File: src/hw/rtl/stw_pkg.sv
// Types and codes shared by the stopwatch timer bank.
package stw_pkg;

    typedef enum logic [2:0] {
        MODE_TICK   = 3'd0,
        MODE_START  = 3'd1,
        MODE_PAUSE  = 3'd2,
        MODE_RESUME = 3'd3,
        MODE_STOP   = 3'd4,
        MODE_READ   = 3'd5,
        MODE_RESET  = 3'd6
    } mode_t;

    typedef enum logic [1:0] {
        ST_IDLE,
        ST_LOAD,
        ST_UPDATE
    } state_t;

    typedef struct packed {
        logic [63:0] start_stamp;
        logic [63:0] end_stamp;
        logic [63:0] pause_stamp;
        logic        paused_flag;
    } entry_t;

endpackage

File: src/hw/rtl/stopwatch_timer_bank_top.sv
// Stopwatch timer bank: shared tick counter and one timer entry memory.
// A tick request increments the tick counter and leaves busy low.
// A timer request reads its entry on acceptance, then passes through LOAD, and also UPDATE
// for resume or stop of a paused timer: LOAD takes the 64-bit pause span, UPDATE adds it.
// A read result appears on elapsed_ticks with done in the cycle in which busy falls.
// Reset clears the counter and marks every timer entry as zero through per-entry valid bits.
module stopwatch_timer_bank_top
    import stw_pkg::*;
#(
    parameter int NUM_TIMERS = 16
)
(
    input  logic        clk,
    input  logic        rst_n,
    input  logic        start,
    input  logic [2:0]  mode,
    input  logic [4:0]  timer_index,
    output logic        busy,
    output logic        done,
    output logic [63:0] elapsed_ticks
);

    localparam int IDX_W = (NUM_TIMERS > 1) ? $clog2(NUM_TIMERS) : 1;
    localparam logic [5:0] NUM_T = 6'(NUM_TIMERS);

    state_t                state_reg;
    state_t                state_next;
    logic [63:0]           tick_now_reg;
    mode_t                 mode_reg;
    logic [IDX_W-1:0]      idx_reg;
    logic                  idx_ok_reg;
    entry_t                rd_entry_reg;
    logic                  rd_valid_reg;
    logic [63:0]           diff_reg;
    logic                  done_reg;
    logic [63:0]           elapsed_reg;
    logic [NUM_TIMERS-1:0] valid_reg;

    entry_t                mem [NUM_TIMERS];

    logic                  accept;
    logic                  cmd_go;
    logic [IDX_W-1:0]      in_idx;
    entry_t                cur;
    logic                  wr_en;
    entry_t                wr_data;
    logic                  res_en;
    logic [63:0]           res_value;
    logic [63:0]           stop_point;

    assign busy   = (state_reg != ST_IDLE);
    assign accept = start && !busy;
    assign cmd_go = accept && (mode != MODE_TICK) && (mode <= MODE_RESET);
    assign in_idx = timer_index[IDX_W-1:0];
    assign cur    = rd_valid_reg ? rd_entry_reg : '0;

    assign done          = done_reg;
    assign elapsed_ticks = elapsed_reg;

    always_comb
    begin
        state_next = state_reg;
        case (state_reg)
            ST_IDLE:
            begin
                if (cmd_go)
                begin
                    state_next = ST_LOAD;
                end
            end
            ST_LOAD:
            begin
                state_next = ST_IDLE;
                if (idx_ok_reg && cur.paused_flag &&
                    (mode_reg == MODE_RESUME || mode_reg == MODE_STOP))
                begin
                    state_next = ST_UPDATE;
                end
            end
            ST_UPDATE:
            begin
                state_next = ST_IDLE;
            end
            default:
            begin
                state_next = ST_IDLE;
            end
        endcase
    end

    always_comb
    begin
        wr_en      = 1'b0;
        wr_data    = cur;
        res_en     = 1'b0;
        res_value  = '0;
        stop_point = (cur.end_stamp != 64'd0) ? cur.end_stamp : tick_now_reg;
        case (state_reg)
            ST_LOAD:
            begin
                if (mode_reg == MODE_READ)
                begin
                    res_en = 1'b1;
                    if (idx_ok_reg)
                    begin
                        res_value = stop_point - cur.start_stamp;
                    end
                end
                else if (idx_ok_reg)
                begin
                    case (mode_reg)
                        MODE_START:
                        begin
                            wr_en               = 1'b1;
                            wr_data.start_stamp = tick_now_reg;
                            wr_data.pause_stamp = '0;
                            wr_data.paused_flag = 1'b0;
                        end
                        MODE_PAUSE:
                        begin
                            if (!cur.paused_flag)
                            begin
                                wr_en               = 1'b1;
                                wr_data.pause_stamp = tick_now_reg;
                                wr_data.paused_flag = 1'b1;
                            end
                        end
                        MODE_STOP:
                        begin
                            if (!cur.paused_flag)
                            begin
                                wr_en             = 1'b1;
                                wr_data.end_stamp = tick_now_reg;
                            end
                        end
                        MODE_RESET:
                        begin
                            wr_en   = 1'b1;
                            wr_data = '0;
                        end
                        default:
                        begin
                            wr_en = 1'b0;
                        end
                    endcase
                end
            end
            ST_UPDATE:
            begin
                wr_en               = 1'b1;
                wr_data.start_stamp = cur.start_stamp + diff_reg;
                wr_data.paused_flag = 1'b0;
                if (mode_reg == MODE_STOP)
                begin
                    wr_data.end_stamp = tick_now_reg;
                end
            end
            default:
            begin
                wr_en = 1'b0;
            end
        endcase
    end

    always_ff @(posedge clk or negedge rst_n)
    begin
        if (!rst_n)
        begin
            state_reg    <= ST_IDLE;
            tick_now_reg <= '0;
            valid_reg    <= '0;
            done_reg     <= 1'b0;
        end
        else
        begin
            state_reg <= state_next;
            done_reg  <= res_en;
            if (accept && mode == MODE_TICK)
            begin
                tick_now_reg <= tick_now_reg + 64'd1;
            end
            if (wr_en)
            begin
                valid_reg[idx_reg] <= 1'b1;
            end
        end
    end

    always_ff @(posedge clk)
    begin
        if (cmd_go)
        begin
            mode_reg     <= mode_t'(mode);
            idx_reg      <= in_idx;
            idx_ok_reg   <= ({1'b0, timer_index} < NUM_T);
            rd_entry_reg <= mem[in_idx];
            rd_valid_reg <= valid_reg[in_idx];
        end
        if (state_reg == ST_LOAD)
        begin
            diff_reg <= tick_now_reg - cur.pause_stamp;
        end
        if (res_en)
        begin
            elapsed_reg <= res_value;
        end
    end

    always_ff @(posedge clk)
    begin
        if (wr_en)
        begin
            mem[idx_reg] <= wr_data;
        end
    end

endmodule
File: config.mk
export PLATFORM = sky130hd
export DESIGN_NAME = stopwatch_timer_bank_top
export DESIGN_NICKNAME = d
export VERILOG_FILES = /design/src/hw/rtl/stw_pkg.sv /design/src/hw/rtl/stopwatch_timer_bank_top.sv
export SDC_FILE = /design/constraint.sdc
export NUM_CORES = 2
export LEC_CHECK = 0
export BUFFER_PORTS_ARGS = -buffer_cell sky130_fd_sc_hd__buf_2
export CAP_MARGIN = 0
export CORE_UTILIZATION = 23
export DETAILED_ROUTE_END_ITERATION = 8
export PLACE_DENSITY = 0.4
export SYNTH_ARGS = -nofsm -noshare
export SYNTH_HDL_FRONTEND = slang
export SYNTH_SLANG_ARGS = --single-unit
File: constraint.sdc
create_clock -name clk -period 20.4 [get_ports clk]
set_input_delay 2.04 -clock clk [delete_from_list [all_inputs] [get_ports clk]]
set_output_delay 2.04 -clock clk [all_outputs]
set_load 0.05 [all_outputs]
# After elaboration in Yosys (flattened, before gate mapping)
# Memories as Yosys holds them, arrays and structs flattened. A register that Yosys moved wholly into a read port is not among the register bits.
# Cells that the tools add are included.
# word_totals
reg_bits,220
ram_bits,3088
in_bits,11
output_inout_bits,66
wordCells,76
mem_count,1
# classes
add_sub_neg,4
n_lt_le_gt_ge,5
n_eq_ne,9
mux,29
bitwise,1
reduce_logical,17
# memory_table
name,words,width,rd,rd_clocked_by_memory_dff,write_ports,line_no,rtl
mem,16,193,1,1,1,stopwatch_timer_bank_top.sv:39,entry_t mem [NUM_TIMERS];
# ops
op,count
2-to-1 mux 193 bit,3
2-to-1 mux 64 bit,4
one-hot mux 128 bit (2 select lines),1
one-hot mux 64 bit (2 select lines),2
one-hot mux 65 bit (2 select lines),1
subtractor 64 bit,2
2-to-1 mux 65 bit,1
adder 64 x 1 -> 64 bit (second input constant),1
adder 64 bit,1
nonzero test 64 bit,1
bitwise OR 16 bit,1
< comparator 4 x 5 -> 1 bit (second input constant),2
equality test 3 bit (second input constant),3
2-to-1 mux 1 bit,9
logical AND 1 bit,7
equality test 3 x 2 -> 1 bit (second input constant),2
one-hot mux 1 bit (2 select lines),3
< comparator 5 bit (second input constant),1
binary-select mux 1 bit (select 4 bit),1
demux 1 bit (select 4 bit),1
>= comparator 4 x 1 -> 1 bit (second input constant),1
2-to-1 mux 2 bit,2
one-hot mux 2 bit (2 select lines),1
OR reduction 2 bit,2
other kinds (12),12

# Longest topological paths before layout
# depth
ltp_word,8
ltp_mapped,23

# Worst setup path after synthesis
# No wires, ideal clock.
# synth_timing
kind,reg-to-reg
from,register state_reg[1]
to,register valid_reg[0]
setup_time_ps,149
arrival_ps,17347
required_time_ps,20251
slack_ps,2903
path_stages_with_launch,11
path_buffers,0
period_less_slack_ps,17497
path_cell_list,dfrtp_1 inv_1 ha_1 inv_1 nor2_1 o21ai_0 nand2_1 nand2_1 or3_1 nor3_1 or2_2
# synth_between
elab_chain_cells,2
word_cells_on_any_way,3
classes_between,2 x eq/ne; 1 x mux
# synth_rtl
element,line_no,rtl
"start, declared",stopwatch_timer_bank_top.sv:26,state_t state_reg;
"start signal, assigned",stopwatch_timer_bank_top.sv:176,state_reg <= state_next;
equality test 2 bit or equality test 2 x 1 -> 1 bit (tied branches),stopwatch_timer_bank_top.sv:98,case (state_reg)
one-hot mux 1 bit (2 select lines) *,stopwatch_timer_bank_top.sv:98,
"end signal, assigned",stopwatch_timer_bank_top.sv:171,valid_reg <= '0;
"end signal, assigned by index",stopwatch_timer_bank_top.sv:184,valid_reg[idx_reg] <= 1'b1;
"end, declared",stopwatch_timer_bank_top.sv:37,logic [NUM_TIMERS-1:0] valid_reg;
# Every way passes the cells marked *; elsewhere a longest branch is shown, timed or not.
# A chain may end at the register's enable or synchronous reset.

# Final worst setup path
# layout_timing
from,register rd_valid_reg
to,register elapsed_reg[54] (netlist: elapsed_ticks[54]) (data pin)
# layout_between
elab_chain_cells,4
# layout_rtl
element,line_no,rtl
"start, declared",stopwatch_timer_bank_top.sv:33,logic rd_valid_reg;
"start signal, assigned",stopwatch_timer_bank_top.sv:197,rd_valid_reg <= valid_reg[in_idx];
2-to-1 mux 193 bit *,stopwatch_timer_bank_top.sv:55,assign cur = rd_valid_reg ? rd_entry_reg : '0;
nonzero test 64 bit,stopwatch_timer_bank_top.sv:97,stop_point = (cur.end_stamp != 64'd0) ? cur.end_stamp : tick_now_reg;
2-to-1 mux 64 bit,stopwatch_timer_bank_top.sv:97,
subtractor 64 bit *,stopwatch_timer_bank_top.sv:106,res_value = stop_point - cur.start_stamp;
"end signal, assigned",stopwatch_timer_bank_top.sv:205,elapsed_reg <= res_value;
"end, declared",stopwatch_timer_bank_top.sv:36,logic [63:0] elapsed_reg;
# Marked as above.

==> results_tabular.tex <==
\begin{tabular}{lr}
\hline
Metric & Value \\
\hline
\multicolumn{2}{l}{\textbf{Run status}} \\
\quad Run status & completed \\
\multicolumn{2}{l}{\textbf{Synthesis}} \\
\quad Cell variety after synth & 96 \\
\quad Cells taking the most area after synthesis & sky130\_fd\_sc\_hd\_\_edfxtp\_1 70\%, sky130\_fd\_sc\_hd\_\_mux4\_2 15\%, sky130\_fd\_sc\_hd\_\_ha\_1 1.7\%, sky130\_fd\_sc\_hd\_\_dfrtp\_1 1.4\%, sky130\_fd\_sc\_hd\_\_nand2\_1 1.4\% \\
\quad Synthesized area per cell & 18.7 µm² \\
\quad Most frequently used flop master after synthesis & sky130\_fd\_sc\_hd\_\_edfxtp\_1 \\
\quad Count of state elements after synthesis & 3,501 \\
\quad Cells after Synth & 7,806 \\
\quad Post-synthesis cell type with the largest combined area & sky130\_fd\_sc\_hd\_\_edfxtp\_1 \\
\quad Share of synthesized area occupied by flip-flops and latches & 71.7\% \\
\quad Mapped Area & 0.146 mm² \\
\quad Yosys top cell area share & 70.3\% \\
\quad Async set-or-reset flop fraction in the synthesized netlist & 2.37\% \\
\quad Count of synthesis-stage warnings from yosys & 0 \\
\quad EDFF count, synth & 3,418 \\
\quad Number of nets produced by synthesis & 8,013 \\
\multicolumn{2}{l}{\textbf{Layout}} \\
\quad Commonest cells after routing, fill and taps aside & 3,418 x sky130\_fd\_sc\_hd\_\_edfxtp\_1, 960 x sky130\_fd\_sc\_hd\_\_mux4\_2, 534 x sky130\_fd\_sc\_hd\_\_nand2\_1 \\
\quad Layout fillers & 62,900 \\
\quad Final Non-Filler Cells & 16,800 \\
\quad Synthesis-to-layout area growth & 16.7\% \\
\quad Most common cell after layout, fill and taps aside & sky130\_fd\_sc\_hd\_\_edfxtp\_1 \\
\quad Area of all placed cells without fillers & 0.170 mm² \\
\quad Fraction of layout instances using a drive strength above 1 & 23.6\% \\
\quad Net total in the final layout & 8,317 \\
\quad Number of flip-flops in the largest register & 3,088 \\
\multicolumn{2}{l}{\textbf{Global routing}} \\
\quad Number of antenna violations at the first check in global routing & 21 \\
\quad Global-route wire length before repair & 675,000 µm \\
\quad Number of global-route vias before repair & 82,200 \\
\quad Maximum number of pins on one net before global-route repair & 123 \\
\quad Grt ovf & 0 \\
\quad Total global routing track utilization & 14.9\% \\
\multicolumn{2}{l}{\textbf{Critical path}} \\
\quad WP buf/inv & 5 \\
\quad Arrival time at the worst endpoint & 8.40 ns \\
\quad CP max stage delay & 0.68 ns \\
\quad Critical Path End Type & flip-flop \\
\quad Maximum fanout along the worst path & 39 \\
\quad Data required time of the worst path & 21.12 ns \\
\quad CP max-delay cell & sky130\_fd\_sc\_hd\_\_a31oi\_1 \\
\quad Crit-path leading delay family & compound AO/OA/AOI/OAI gates \\
\quad Crit Path Class & reg2reg \\
\quad Dominant cell type by count on the critical path & sky130\_fd\_sc\_hd\_\_buf\_4 \\
\quad Startpoint type of the worst setup path & flip-flop \\
\quad Critical Path, Cell by Cell & buf\_4 > buf\_4 > buf\_4 > nand2\_1 > nand4\_1 > or3\_1 > nor3\_2 > buf\_4 > a21boi\_0 > ha\_1 > inv\_1 > fa\_1 > a21o\_1 > a21o\_1 > a21oi\_1 > o21ai\_0 > a31oi\_1 > o21ai\_1 > a21oi\_1 > o21ai\_0 > a21boi\_1 > xor2\_1 > nor2\_1 \\
\multicolumn{2}{l}{\textbf{Detailed routing}} \\
\quad Average routed wire per standard cell & 28.9 µm \\
\quad Final WL & 486,000 µm \\
\quad Iteration-0 DRC count of the detailed router & 7,926 \\
\quad Remaining routing DRC violations & 0 \\
\quad Via/cell ratio & 4.70 \\
\quad Number of nets with antenna violations after detailed routing & 0 \\
\quad Pre-antenna DRT Iters & 6 \\
\quad Vias & 79,100 \\
\multicolumn{2}{l}{\textbf{Clock network}} \\
\quad Post-CTS setup buffer count & 0 \\
\quad Buffer type at the clock tree root & sky130\_fd\_sc\_hd\_\_clkbuf\_16 \\
\quad TritonCTS sink count & 3,501 \\
\quad Number of buffers created by CTS & 387 \\
\quad Clock tree from TritonCTS & yes \\
\quad Post-cts hold buffer count & 0 \\
\quad Post-CTS Resized & 0 \\
\quad Clock latency reported for the late side of the worst-skew pair & 1.01 ns \\
\quad Clock-pin slew reported for the worst setup and hold paths after clock tree synthesis & 0.06 ns \\
\quad Bufs on Longest Clock Path & 4 \\
\quad Level count of the clock H-tree & 5 \\
\multicolumn{2}{l}{\textbf{Power}} \\
\quad Cell internal pwr & 13.3 mW \\
\quad Logic gate share of total power & 16.2\% \\
\quad Power per cell area & 109 mW/mm² \\
\quad Clk network pwr share & 37.1\% \\
\quad Overall Power & 18.6 mW \\
\quad Sw Pwr & 5.27 mW \\
\quad Leakage power & 55.1 nW \\
\quad Switching Share & 28.4\% \\
\quad Portion of total power attributed to sequential cells & 46.7\% \\
\quad Worst IR drop on VDD & 0.0000745 V \\
\multicolumn{2}{l}{\textbf{Placed design}} \\
\quad Area after DPL & 0.158 mm² \\
\quad Cell Count Post-Placement & 16,100 \\
\quad HPWL after detailed placement & 284,000 µm \\
\quad PortBufs & 76 \\
\quad Routability-driven placement congestion ratio & 0.864 \\
\multicolumn{2}{l}{\textbf{STA}} \\
\quad Setup clock skew after layout & 0.117 ns \\
\quad Normalized max-slew margin & 6.42\% \\
\quad Slew at the pin with the worst max-slew slack & 1.40 ns \\
\quad Final Hold Violating Endpoints & 0 \\
\quad RSZ-0062 raised after global routing & false \\
\quad Final worst-path cycle share & 37.6\% \\
\quad Slew Limit Fails & 0 \\
\quad Top achievable clock speed & 130 MHz \\
\quad Total setup violations reported at the end of the flow & 0 \\
\quad Final critical delay including setup and external delays & 7.68 ns \\
\quad Final TNS setup & 0 ns \\
\multicolumn{2}{l}{\textbf{Floorplanning}} \\
\quad Row count & 292 \\
\quad Starting density of the core & 23.1\% \\
\quad Number of primary I/O pins & 77 \\
\quad Die height & 799 µm \\
\quad Area of the placeable core & 0.632 mm² \\
\quad DIE WIDTH & 799 µm \\
\quad Die area & 0.638 mm² \\
\multicolumn{2}{l}{\textbf{Hold path}} \\
\quad Path type of the worst min-delay path & reg2reg \\
\multicolumn{2}{l}{\textbf{Flow run}} \\
\quad Count of max-cap constraint violations & 0 \\
\hline
\end{tabular}
cells in the mapped netlist (all sizes together), types with 15 or more instances:
cell type,instances
nand2b,25
xor2,84
o21ai,195
inv,126
nor4,16
a21oi,272
nor3,44
o211ai,15
nand3,68
o22ai,119
nor2,306
nand4,51
edfxtp,3418
mux4,960
and2,23
and3,27
a32oi,47
or3,15
a22o,15
buf,120
a22oi,108
o21bai,41
a32o,32
clkbuf,331
ha,193
dfrtp,83
nor2b,35
a31oi,24
a21o,112
xnor2,150
nand2,540
or2,21
o21a,24
a211oi,28
worst paths after layout:
kind	from	endpoint	slack [ns]	cells after the start
max in group asynchronous	rst_n	tick_now_reg[17]$_DFFE_PN0P_	18.41	2
min reg2reg	valid_reg[3]$_DFFE_PN0P_	valid_reg[3]$_DFFE_PN0P_	0.46	1
min	valid_reg[3]$_DFFE_PN0P_	valid_reg[3]$_DFFE_PN0P_	0.46	1
max	rd_valid_reg$_DFFE_PP_	elapsed_ticks[54]$_SDFFCE_PN0P_	12.72	23
min in group asynchronous	rst_n	tick_now_reg[61]$_DFFE_PN0P_	0.93	1
max reg2reg	rd_valid_reg$_DFFE_PP_	elapsed_ticks[54]$_SDFFCE_PN0P_	12.72	23
area by class of cell:
cell class | count | area [µm²] | share of cell area (%)
diodes | 5 | 12.5 | 0.00734
clock buffers | 460 | 10000 | 5.89
clock inverters | 243 | 2340 | 1.38
inverters | 127 | 478 | 0.281
multi-input cells | 3727 | 39400 | 23.1
flip-flops and latches | 3501 | 105000 | 61.5
well taps | 8379 | 10500 | 6.15
repair buffers | 366 | 2910 | 1.71
worst register-to-register path, cell delays in order, from the launching register on:
cell	delay (ns)
sky130_fd_sc_hd__edfxtp_1	0.37
sky130_fd_sc_hd__buf_4	0.36
sky130_fd_sc_hd__buf_4	0.56
sky130_fd_sc_hd__buf_4	0.57
sky130_fd_sc_hd__nand2_1	0.31
sky130_fd_sc_hd__nand4_1	0.20
sky130_fd_sc_hd__or3_1	0.21
sky130_fd_sc_hd__nor3_2	0.07
sky130_fd_sc_hd__buf_4	0.29
sky130_fd_sc_hd__a21boi_0	0.31
sky130_fd_sc_hd__ha_1	0.22
sky130_fd_sc_hd__inv_1	0.08
sky130_fd_sc_hd__fa_1	0.47
sky130_fd_sc_hd__a21o_1	0.21
sky130_fd_sc_hd__a21o_1	0.21
sky130_fd_sc_hd__a21oi_1	0.36
sky130_fd_sc_hd__o21ai_0	0.17
sky130_fd_sc_hd__a31oi_1	0.68
sky130_fd_sc_hd__o21ai_1	0.51
sky130_fd_sc_hd__a21oi_1	0.52
sky130_fd_sc_hd__o21ai_0	0.25
sky130_fd_sc_hd__a21boi_1	0.20
sky130_fd_sc_hd__xor2_1	0.19
sky130_fd_sc_hd__nor2_1	0.06
cells by family after synthesis:
family / count (synthesis) / synth area share [%]
buffers and inverters: 578 / 1.49
AND/OR/NAND/NOR: 1201 / 3.65
AO/OA/AOI/OAI: 1122 / 5.13
XOR/XNOR: 234 / 1.40
flip-flops: 3501 / 71.7
adder cells (fa/ha/maj): 196 / 1.70
multiplexers: 974 / 14.9
power groups by stage:
| stage | Combinational (mW) | Clock [mW] | Sequential [mW] |
|---|---|---|---|
| 3_3_place_gp | 2.95 | 0 | 8.84 |
| 4_1_cts | 3.01 | 7.08 | 8.70 |
| 6_report | 3.01 | 6.89 | 8.69 |
| 5_1_grt | 3.23 | 7.32 | 8.70 |
| 2_1_floorplan | 1.80 | 0 | 8.79 |
| 3_5_place_dp | 3.00 | 0 | 8.84 |
stage by stage:
stage	hold slack (ns)	util [%]	setup slack [ns]
6_report	0.464	26.9	12.72
5_1_grt	0.482	26.9	12.38
4_1_cts	0.460	26.9	12.93
3_5_place_dp	0.447	25.0	12.87
3_3_place_gp	0.446	25.0	12.85
2_1_floorplan	0.434	-	2.90
routing by layer:
layer,global-route usage (%),share of wire [%],up-vias
met5,0,0.0084,-
met4,3.61,2.5,6
met3,1.76,4.7,661
met2,24.8,48,2458
met1,20.7,45,43300
li1,-,-,32600
Note: power is estimated with default switching activity, not from simulation.
